`src/rtl/core/sdtq_pkg.sv`:
```
// Package for the sorted deadline timer queue.
// Holds the shared types, command and result codes, and fixed widths.
// No dependencies.
package sdtq_pkg;

  localparam int unsigned IdW     = 4;
  localparam int unsigned TimeW   = 64;
  localparam int unsigned PeriodW = 20;
  localparam int unsigned DelayW  = 32;
  localparam int unsigned KindW   = 2;
  localparam int unsigned CmdW    = 2;

  // One expire command reports at most this many timers.
  localparam int unsigned MaxPops = 16;
  localparam int unsigned PopCntW = $clog2(MaxPops);

  localparam logic [PeriodW-1:0] TickPeriodReset = PeriodW'(1000);

  typedef enum logic [CmdW-1:0] {
    CMD_TICK   = 2'd0,
    CMD_ADD    = 2'd1,
    CMD_DELETE = 2'd2,
    CMD_EXPIRE = 2'd3
  } cmd_e;

  typedef enum logic [KindW-1:0] {
    KIND_ACK     = 2'd0,
    KIND_EXPIRED = 2'd1,
    KIND_NONE    = 2'd2
  } kind_e;

  typedef enum logic [1:0] {
    ST_IDLE,
    ST_INSERT,
    ST_EXPIRE
  } state_e;

  // Contents of one queue cell.
  typedef struct packed {
    logic             valid;
    logic [IdW-1:0]   id;
    logic [TimeW-1:0] dl;
  } entry_t;

  // Operation broadcast to every cell of the chain.
  typedef struct packed {
    logic             remove;
    logic             insert;
    logic [IdW-1:0]   id;
    logic [TimeW-1:0] dl;
  } cell_ctl_t;

endpackage

```
`src/rtl/core/sdtq_cell.sv`:
```
// One cell of the sorted timer chain: holds one queued timer and its deadline.
// Depends on sdtq_pkg.
module sdtq_cell (
  input  logic                clk_i,
  input  logic                rst_ni,
  input  sdtq_pkg::cell_ctl_t ctl_i,
  input  sdtq_pkg::entry_t    left_i,
  input  sdtq_pkg::entry_t    right_i,
  input  logic                left_open_i,
  input  logic                kill_i,
  output sdtq_pkg::entry_t    entry_o,
  output logic                open_o,
  output logic                kill_o
);

  logic                      valid_q, valid_d;
  logic [sdtq_pkg::IdW-1:0]   id_q, id_d;
  logic [sdtq_pkg::TimeW-1:0] dl_q, dl_d;
  logic                      match;

  assign entry_o = '{valid: valid_q, id: id_q, dl: dl_q};

  // A removal anywhere at or before this cell makes it take its right neighbor.
  assign match  = ctl_i.remove & valid_q & (id_q == ctl_i.id);
  assign kill_o = kill_i | match;

  // The new timer goes before the first cell that is empty or due no earlier.
  assign open_o = ~valid_q | (dl_q >= ctl_i.dl);

  always_comb begin
    valid_d = valid_q;
    id_d    = id_q;
    dl_d    = dl_q;
    if (kill_o) begin
      valid_d = right_i.valid;
      id_d    = right_i.id;
      dl_d    = right_i.dl;
    end else if (ctl_i.insert) begin
      if (left_open_i) begin
        valid_d = left_i.valid;
        id_d    = left_i.id;
        dl_d    = left_i.dl;
      end else if (open_o) begin
        valid_d = 1'b1;
        id_d    = ctl_i.id;
        dl_d    = ctl_i.dl;
      end
    end
  end

  always_ff @(posedge clk_i or negedge rst_ni) begin
    if (!rst_ni) begin
      valid_q <= 1'b0;
    end else begin
      valid_q <= valid_d;
    end
  end

  always_ff @(posedge clk_i) begin
    id_q <= id_d;
    dl_q <= dl_d;
  end

endmodule

```
`src/rtl/core/sorted_deadline_timer_queue_top.sv`:
```
// Top level of the sorted deadline timer queue.
// Depends on sdtq_pkg and sdtq_cell.
//
// The block keeps a 64-bit microsecond clock and a queue of up to TIMER_SLOTS
// timers, sorted by deadline, in a row of cells with the earliest deadline in
// cell 0. A command transaction is taken when start is high and busy is low.
// Tick, delete, and an add whose id is not below TIMER_SLOTS leave the
// block idle: the acknowledge appears on the result ports in the next cycle
// and a new command may be issued in that same cycle. On a valid add, first
// every cell drops an existing copy of the timer and the cells behind it move
// one place toward the head; then, in the insert state, every cell compares
// the new deadline with its own and the cells from the insertion point onward
// move one place toward the tail. An expire enters the expire state, where
// each cycle the head cell is checked against the clock, a due timer is
// popped and reported while the whole row moves toward the head, and up to
// sixteen timers are reported per expire. If nothing is due a single result
// with kind "nothing expired" is given. Every result is shown
// for exactly one cycle with res_strobe_o high and cannot be held off by the
// receiver; last_o marks the final result of a command. The tick period
// register is written through the cfg channel, which is always ready, and
// should only be written while busy is low and no result is pending. Clock and
// deadlines wrap modulo 2^64 and are compared as unsigned numbers.
module sorted_deadline_timer_queue_top #(
  parameter int unsigned TIMER_SLOTS = 16
) (
  input  logic                          clk_i,
  input  logic                          rst_ni,
  input  logic                          start,
  output logic                          busy,
  input  logic [sdtq_pkg::CmdW-1:0]     cmd_i,
  input  logic [sdtq_pkg::IdW-1:0]      timer_id_i,
  input  logic [sdtq_pkg::DelayW-1:0]   delay_us_i,
  input  logic                          cfg_valid_i,
  output logic                          cfg_ready_o,
  input  logic [sdtq_pkg::PeriodW-1:0]  cfg_data_i,
  output logic                          res_strobe_o,
  output logic [sdtq_pkg::KindW-1:0]    kind_o,
  output logic [sdtq_pkg::IdW-1:0]      expired_id_o,
  output logic                          last_o
);

  sdtq_pkg::state_e state_q, state_d;

  logic [sdtq_pkg::TimeW-1:0]   time_q, time_d;
  logic [sdtq_pkg::PeriodW-1:0] period_q;
  logic [sdtq_pkg::IdW-1:0]     ins_id_q, ins_id_d;
  logic [sdtq_pkg::TimeW-1:0]   ins_dl_q, ins_dl_d;
  logic [sdtq_pkg::PopCntW-1:0] pop_cnt_q, pop_cnt_d;

  logic                        res_strobe_q, res_strobe_d;
  sdtq_pkg::kind_e             kind_q, kind_d;
  logic [sdtq_pkg::IdW-1:0]    res_id_q, res_id_d;
  logic                        last_q, last_d;

  sdtq_pkg::cell_ctl_t ctl;
  logic                pop;

  sdtq_pkg::entry_t entries [TIMER_SLOTS];
  logic             open_flags [TIMER_SLOTS];
  logic             kill_chain [TIMER_SLOTS+1];

  logic accept;
  logic id_ok;
  logic head_due;
  logic next_due;

  assign busy         = (state_q != sdtq_pkg::ST_IDLE);
  assign accept       = start & ~busy;
  assign cfg_ready_o  = 1'b1;
  assign res_strobe_o = res_strobe_q;
  assign kind_o       = kind_q;
  assign expired_id_o = res_id_q;
  assign last_o       = last_q;

  assign id_ok = (32'(timer_id_i) < TIMER_SLOTS);

  // The head cell decides whether a timer pops; the second cell and the pop count
  // decide whether the popped one is the last of the expire.
  assign head_due = entries[0].valid & (entries[0].dl <= time_q);
  assign next_due = entries[1].valid & (entries[1].dl <= time_q);

  // A pop starts the move toward the head at cell 0.
  assign kill_chain[0] = pop;

  for (genvar i = 0; i < TIMER_SLOTS; i++) begin : g_cell
    sdtq_pkg::entry_t left_entry;
    sdtq_pkg::entry_t right_entry;
    logic             left_open;

    if (i == 0) begin : g_head
      assign left_entry = '0;
      assign left_open  = 1'b0;
    end else begin : g_body
      assign left_entry = entries[i-1];
      assign left_open  = open_flags[i-1];
    end

    if (i == TIMER_SLOTS - 1) begin : g_tail
      assign right_entry = '0;
    end else begin : g_inner
      assign right_entry = entries[i+1];
    end

    sdtq_cell u_cell (
      .clk_i       (clk_i),
      .rst_ni      (rst_ni),
      .ctl_i       (ctl),
      .left_i      (left_entry),
      .right_i     (right_entry),
      .left_open_i (left_open),
      .kill_i      (kill_chain[i]),
      .entry_o     (entries[i]),
      .open_o      (open_flags[i]),
      .kill_o      (kill_chain[i+1])
    );
  end

  always_comb begin
    state_d      = state_q;
    time_d       = time_q;
    ins_id_d     = ins_id_q;
    ins_dl_d     = ins_dl_q;
    pop_cnt_d    = pop_cnt_q;
    res_strobe_d = 1'b0;
    kind_d       = kind_q;
    res_id_d     = res_id_q;
    last_d       = last_q;
    pop          = 1'b0;
    ctl          = '{remove: 1'b0, insert: 1'b0, id: ins_id_q, dl: ins_dl_q};

    unique case (state_q)
      sdtq_pkg::ST_IDLE: begin
        if (accept) begin
          ins_id_d = timer_id_i;
          ins_dl_d = time_q + sdtq_pkg::TimeW'(delay_us_i);
          unique case (sdtq_pkg::cmd_e'(cmd_i))
            sdtq_pkg::CMD_TICK: begin
              time_d       = time_q + sdtq_pkg::TimeW'(period_q);
              res_strobe_d = 1'b1;
              kind_d       = sdtq_pkg::KIND_ACK;
              res_id_d     = '0;
              last_d       = 1'b1;
            end
            sdtq_pkg::CMD_ADD: begin
              // Drop any queued copy first; the insert follows next cycle.
              ctl.remove = id_ok;
              ctl.id     = timer_id_i;
              if (id_ok) begin
                state_d = sdtq_pkg::ST_INSERT;
              end else begin
                res_strobe_d = 1'b1;
                kind_d       = sdtq_pkg::KIND_ACK;
                res_id_d     = '0;
                last_d       = 1'b1;
              end
            end
            sdtq_pkg::CMD_DELETE: begin
              ctl.remove   = id_ok;
              ctl.id       = timer_id_i;
              res_strobe_d = 1'b1;
              kind_d       = sdtq_pkg::KIND_ACK;
              res_id_d     = '0;
              last_d       = 1'b1;
            end
            sdtq_pkg::CMD_EXPIRE: begin
              pop_cnt_d = '0;
              state_d   = sdtq_pkg::ST_EXPIRE;
            end
            default: begin
              state_d = sdtq_pkg::ST_IDLE;
            end
          endcase
        end
      end

      sdtq_pkg::ST_INSERT: begin
        ctl.insert   = 1'b1;
        res_strobe_d = 1'b1;
        kind_d       = sdtq_pkg::KIND_ACK;
        res_id_d     = '0;
        last_d       = 1'b1;
        state_d      = sdtq_pkg::ST_IDLE;
      end

      sdtq_pkg::ST_EXPIRE: begin
        res_strobe_d = 1'b1;
        if (head_due) begin
          pop       = 1'b1;
          kind_d    = sdtq_pkg::KIND_EXPIRED;
          res_id_d  = entries[0].id;
          pop_cnt_d = pop_cnt_q + 1'b1;
          last_d    = (pop_cnt_q == sdtq_pkg::PopCntW'(sdtq_pkg::MaxPops - 1)) | ~next_due;
          if (last_d) begin
            state_d = sdtq_pkg::ST_IDLE;
          end
        end else begin
          // Only reached on the first cycle: later cycles stop on the last pop.
          kind_d   = sdtq_pkg::KIND_NONE;
          res_id_d = '0;
          last_d   = 1'b1;
          state_d  = sdtq_pkg::ST_IDLE;
        end
      end

      default: begin
        state_d = sdtq_pkg::ST_IDLE;
      end
    endcase
  end

  always_ff @(posedge clk_i or negedge rst_ni) begin
    if (!rst_ni) begin
      state_q      <= sdtq_pkg::ST_IDLE;
      time_q       <= '0;
      period_q     <= sdtq_pkg::TickPeriodReset;
      pop_cnt_q    <= '0;
      res_strobe_q <= 1'b0;
    end else begin
      state_q      <= state_d;
      time_q       <= time_d;
      pop_cnt_q    <= pop_cnt_d;
      res_strobe_q <= res_strobe_d;
      if (cfg_valid_i && cfg_ready_o) begin
        period_q <= cfg_data_i;
      end
    end
  end

  always_ff @(posedge clk_i) begin
    ins_id_q <= ins_id_d;
    ins_dl_q <= ins_dl_d;
    kind_q   <= kind_d;
    res_id_q <= res_id_d;
    last_q   <= last_d;
  end

endmodule

```
`config.mk`:
```
export PLATFORM = sky130hd
export DESIGN_NAME = sorted_deadline_timer_queue_top
export DESIGN_NICKNAME = d
export VERILOG_FILES = /design/src/rtl/core/sdtq_pkg.sv /design/src/rtl/core/sdtq_cell.sv /design/src/rtl/core/sorted_deadline_timer_queue_top.sv
export SDC_FILE = /design/constraint.sdc
export NUM_CORES = 2
export LEC_CHECK = 0
export BUFFER_PORTS_ARGS = -buffer_cell sky130_fd_sc_hd__buf_2
export CAP_MARGIN = 10
export CORE_ASPECT_RATIO = 1.75
export CORE_MARGIN = 2
export CORE_UTILIZATION = 58
export CTS_BUF_LIST = sky130_fd_sc_hd__clkbuf_2
export CTS_CLUSTER_DIAMETER = 60
export DETAILED_ROUTE_END_ITERATION = 16
export PLACE_DENSITY = 0.77
export SLEW_MARGIN = 30
export SYNTH_ARGS = -nofsm -noshare
export SYNTH_HDL_FRONTEND = slang
export SYNTH_HIERARCHICAL = 1
export SYNTH_SLANG_ARGS = --single-unit
export TNS_END_PERCENT = 50
```
`constraint.sdc`:
```
create_clock -name clk_i -period 11 [get_ports clk_i]
set_input_delay 1.1 -clock clk_i [delete_from_list [all_inputs] [get_ports clk_i]]
set_output_delay 1.1 -clock clk_i [all_outputs]
set_load 0.1 [all_outputs]
```
==> Word level (Yosys, flattened, before mapping) <==
Cells that the tools add are included.
Widths: inputs -> output; s select.
{ "word_totals": {"ff_bits": 1270, "in_bits": 62, "output_inout_bits": 10, "word_cells": 474} }
{ "op_classes": {"n_addsub": 3, "order_cmp": 18, "eq_ne": 28, "muxes": 218, "bitwise": 86, "n_reduce_logical": 63} }
{ "op_table": {"columns": ["op", "n"], "rows": [
  ["$mux 64", 61],
  ["$ge 64x64->1", 16],
  ["$mux 4", 70],
  ["$le 64x64->1", 2],
  ["$mux 1", 74],
  ["$add 64x20->64", 1],
  ["$add 64x32->64", 1],
  ["$eq 4x4->1", 16],
  ["$reduce_bool 3->1", 16],
  ["$reduce_bool 2->1", 20],
  ["$reduce_and 2->1", 18],
  ["$and 1x1->1", 35],
  ["$or 1x1->1", 33],
  ["$not 1->1", 18],
  ["$mux 2", 6],
  ["$pmux 4 s3", 1],
  ["$reduce_and 3->1", 3],
  ["$pmux 2 s2", 2],
  ["$pmux 4 s2", 1],
  ["$eq 2x2->1 const B", 3],
  ["$ne 2x2->1 const B", 3],
  ["$pmux 2 s3", 1],
  ["$reduce_or 2->1", 3],
  ["$add 4x1->4 const B", 1],
  ["other kinds (9)", 11]
]} }

==> Logic depth before layout (Yosys ltp) <==
{ "logic_depth": {"depth_word": 25, "ltp_mapped": 48, "mapped_depth_nobuf": 46} }

==> Modules after synthesis <==
Netlist, hierarchy kept.
{ "by_module_without_submodules": {"columns": ["mod", "n_inst", "cells_each", "area_each_um2", "seq_area_each_um2"], "rows": [
  ["sdtq_cell", 16, 536, 5180.0, 2067.0],
  ["sorted_deadline_timer_queue_top", 1, 1241, 12269.3, 4536.9]
]} }

==> Worst setup path before layout <==
No wires, ideal clock.
{ "synth_timing": {"path_type": "input-to-reg", "startpoint": "in start", "endpoint": "reg g_cell[15].u_cell.valid_q", "setup_time_ns": 0.127, "arrival_time_ns": 10.742, "required_ns": 10.873, "setup_slack_ns": 0.131, "path_stages": 40, "n_path_buf": 0, "path_cell_list": "and2_4 nand2_1 mux2_2 xor2_1 nor3_1 a41oi_1 inv_2 a41oi_1 inv_2 a41oi_1 inv_2 a41oi_1 inv_2 a41oi_1 inv_2 a41oi_1 inv_2 a41oi_1 [... 4 more ...] inv_2 a41oi_1 inv_2 a41oi_1 inv_2 a41oi_1 inv_2 a41oi_1 inv_2 a41oi_1 inv_2 a41oi_1 inv_2 a41oi_1 inv_2 nor4_4 a2bb2oi_2 mux2_4"} }
{ "synth_lines": {"columns": ["item", "line_no", "text"], "rows": [
  ["from (decl)", "sorted_deadline_timer_queue_top.sv:28", "input logic start,"],
  ["to (signal assigned)", "sdtq_cell.sv:55", "valid_q <= valid_d;"],
  ["to (decl)", "sdtq_cell.sv:16", "logic valid_q, valid_d;"]
]} }

==> parameters.txt <==
Parameter                              Value

Worst setup path
  CP Max Fanout    73
  Category of the most critical setup path    reg -> reg
  Delay-heaviest family, CP    compound AO/OA/AOI/OAI gates
  Crit-path most repeated cell    sky130_fd_sc_hd__a41oi_4
  CP Buf/Inv Count    19
  Delay of the slowest cell on the worst path    0.92 ns
  Critical Path Source Type    register
  CP Capture Type    register
  Required time at the endpoint of the critical path    12.15 ns
  Endpoint arrival time on the critical path    10.97 ns
  Cell with the largest stage delay on the worst path    sky130_fd_sc_hd__nor4_1

Floorplan
  Placement Rows    196
  Horiz. Die Dim    310 um
  Area of the die    0.167 mm^2
  Boundary pin count    72
  Std-Cell Core Area    0.163 mm^2
  Initial cell density of the core    58.4%
  Vertical extent of the die    540 um

Drt
  Wirelength per Cell    18.9 um
  First-pass iteration count of the detailed router    8
  Routed Antenna Nets    0
  Vias post-DR    73800
  Routed WL    236 mm
  Vias per cell    5.90
  Count of unresolved DRC violations after routing    0
  First-iteration detailed-routing DRC count    4934

GRT
  Global-route track usage on met1    30.4%
  Pin count of the biggest net entering global routing    91
  GR Util All Layers    27.8%
  Top Usage Layer GRT    met2
  Initial antenna violation count    3
  Global-route wire length before repair    381 mm
  Met2 Track Usage GR    49.9%
  Met3 track utilization from global routing    3.15%
  Vias in the first global route    76000
  Sum of overflow across all layers after global routing    0

Clocking
  Htree depth    5
  CTS Sinks    1270
  Inserted Clock Buffers    305
  Clock transition at the registers of the reported paths    0.13 ns
  CTS Root Cell    sky130_fd_sc_hd__clkbuf_2
  Clock latency at the later pin of the worst-skew pair    1.50 ns
  CTS tree    built
  Buffers from clock root to sink, at most    4
  Number of gates given a new drive strength after cts    0
  Hold-fix buffers, CTS    28
  Buffers inserted by post-CTS timing repair    0

Layout
  Area Overhead vs Synth    6.83%
  Share of post-route cells with drive strength above 1    8.77%
  Fillers    13300
  Post-route insts no fill    12500
  Final-stage net count    11400

Timing
  Highest achievable clock rate    102 MHz
  Tightest Pin Transition    1.03 ns
  Summed negative setup slack over all endpoints    0 ns
  Final number of max-transition violations    0
  Number of hold-slack violations in the final timing report    0
  Worst rel slew slack    30.6%
  Clock Skews    0.120 ns
  Final setup viols    0
  Part of the cycle the worst path needs    89.3%
  Setup repair after global routing missed its margin    false
  Fin crit period    9.83 ns

Synth
  Yosys warning count    6
  Post-synthesis cell count    9815
  Post-Synthesis Mean Instance Area    9.69 um^2
  Synth Cell Area    0.0951 mm^2

Min path
  Class of the tightest hold or removal check    in -> reg

Pwr
  Maximum VDD drop    321 uV
  Total power after layout    33.8 mW
  Power per unit of standard cell area    332 mW/mm^2
  Leakage power summed over all cells    46.3 nW

Run status
  Outcome    complete, no violations

Run
  Max cap viols    0

Placement
  Detailed-placement wirelength estimate    183 mm
  Final GP Congestion    0.993
  Count of port buffers added during placement    70
  Placed cells    11900
cells in the final DEF (no fill, tap or decap), types with 53 or more instances in the layout:
cell type	instances
sky130_fd_sc_hd__buf_2	69
sky130_fd_sc_hd__mux2i_1	1088
sky130_fd_sc_hd__inv_1	1182
sky130_fd_sc_hd__nand3_1	142
sky130_fd_sc_hd__clkbuf_2	437
sky130_fd_sc_hd__a21oi_1	1503
sky130_fd_sc_hd__a221oi_1	88
sky130_fd_sc_hd__nand2_1	320
sky130_fd_sc_hd__and4_1	53
sky130_fd_sc_hd__nor2_1	1241
sky130_fd_sc_hd__nand4_1	212
sky130_fd_sc_hd__ha_1	1212
sky130_fd_sc_hd__xnor2_1	118
sky130_fd_sc_hd__dfrtp_1	101
sky130_fd_sc_hd__xor2_1	66
sky130_fd_sc_hd__conb_1	140
sky130_fd_sc_hd__buf_4	144
sky130_fd_sc_hd__nor3_1	101
sky130_fd_sc_hd__a21o_1	78
sky130_fd_sc_hd__o21ai_0	182
sky130_fd_sc_hd__clkinv_1	65
sky130_fd_sc_hd__edfxtp_1	1163
routing by layer:
metal / up-vias / part of all wire (%)
met5: - / 0
met4: 0 / 7.3
met3: 769 / 4.1
met2: 2151 / 51
met1: 34900 / 38
li1: 36000 / -
path summary, 6_finish.rpt:
path | startpoint | end | slack, ns | cells after the start
setup / recovery | time_q[56]$_DFFE_PN0P_ | g_cell[15].u_cell/dl_q[5]$_DFFE_PP_ | 1.17 | 45
hold / removal | cfg_valid_i | period_q[1]$_DFFE_PN0P_ | 0.11 | 2
setup reg to reg | time_q[56]$_DFFE_PN0P_ | g_cell[15].u_cell/dl_q[5]$_DFFE_PP_ | 1.17 | 45
hold reg to reg | time_q[60]$_DFFE_PN0P_ | time_q[60]$_DFFE_PN0P_ | 0.51 | 1
max in group asynchronous | rst_ni | g_cell[6].u_cell/valid_q$_DFFE_PN0P_ | 9.58 | 3
min in group asynchronous | rst_ni | time_q[3]$_DFFE_PN0P_ | 0.14 | 2
per-stage QoR:
step                      instance area, um^2  util (%)  setup slack [ns]  hold WS, ns
after detailed placement                98700      60.6              1.36        0.487
after global routing                   102000      62.4             0.601       0.0525
after floorplan                         95700         -             0.131        0.445
final                                  102000      62.4              1.17        0.107
after global placement                  98700      60.6              1.55        0.462
after CTS                              102000      62.4              1.26       0.0159
state kept, by name, indices dropped and copies added, names as in the netlist:
register / cells
pop_cnt_q: 4
res_strobe_o: 1
ins_id_q: 4
time_q: 64
g_cell.u_cell/id_q: 64
ins_dl_q: 64
expired_id_o: 4
g_cell.u_cell/valid_q: 16
kind_o: 2
last_o: 1
g_cell.u_cell/dl_q: 1024
state_q: 2
period_q: 20
power breakdown:
group | total, mW | internal [mW] | switching (mW)
clock network | 3.14 | 1.13 | 2.01
logic | 18.9 | 7.29 | 11.7
registers | 11.7 | 9.67 | 2.02
total | 33.8 | 18.1 | 15.7
final cells by class:
type | count | area, um^2 | area share, %
multi-input combinational | 7083 | 52400 | 51.6
inverter | 1199 | 4500 | 4.43
sequential | 1270 | 37600 | 37.0
clock buffer | 437 | 2190 | 2.15
tap | 2178 | 2730 | 2.68
clock inverter | 89 | 432 | 0.425
antenna | 6 | 15.0 | 0.0148
timing repair buffer | 243 | 1750 | 1.72
(Power assumes the default switching activity.)
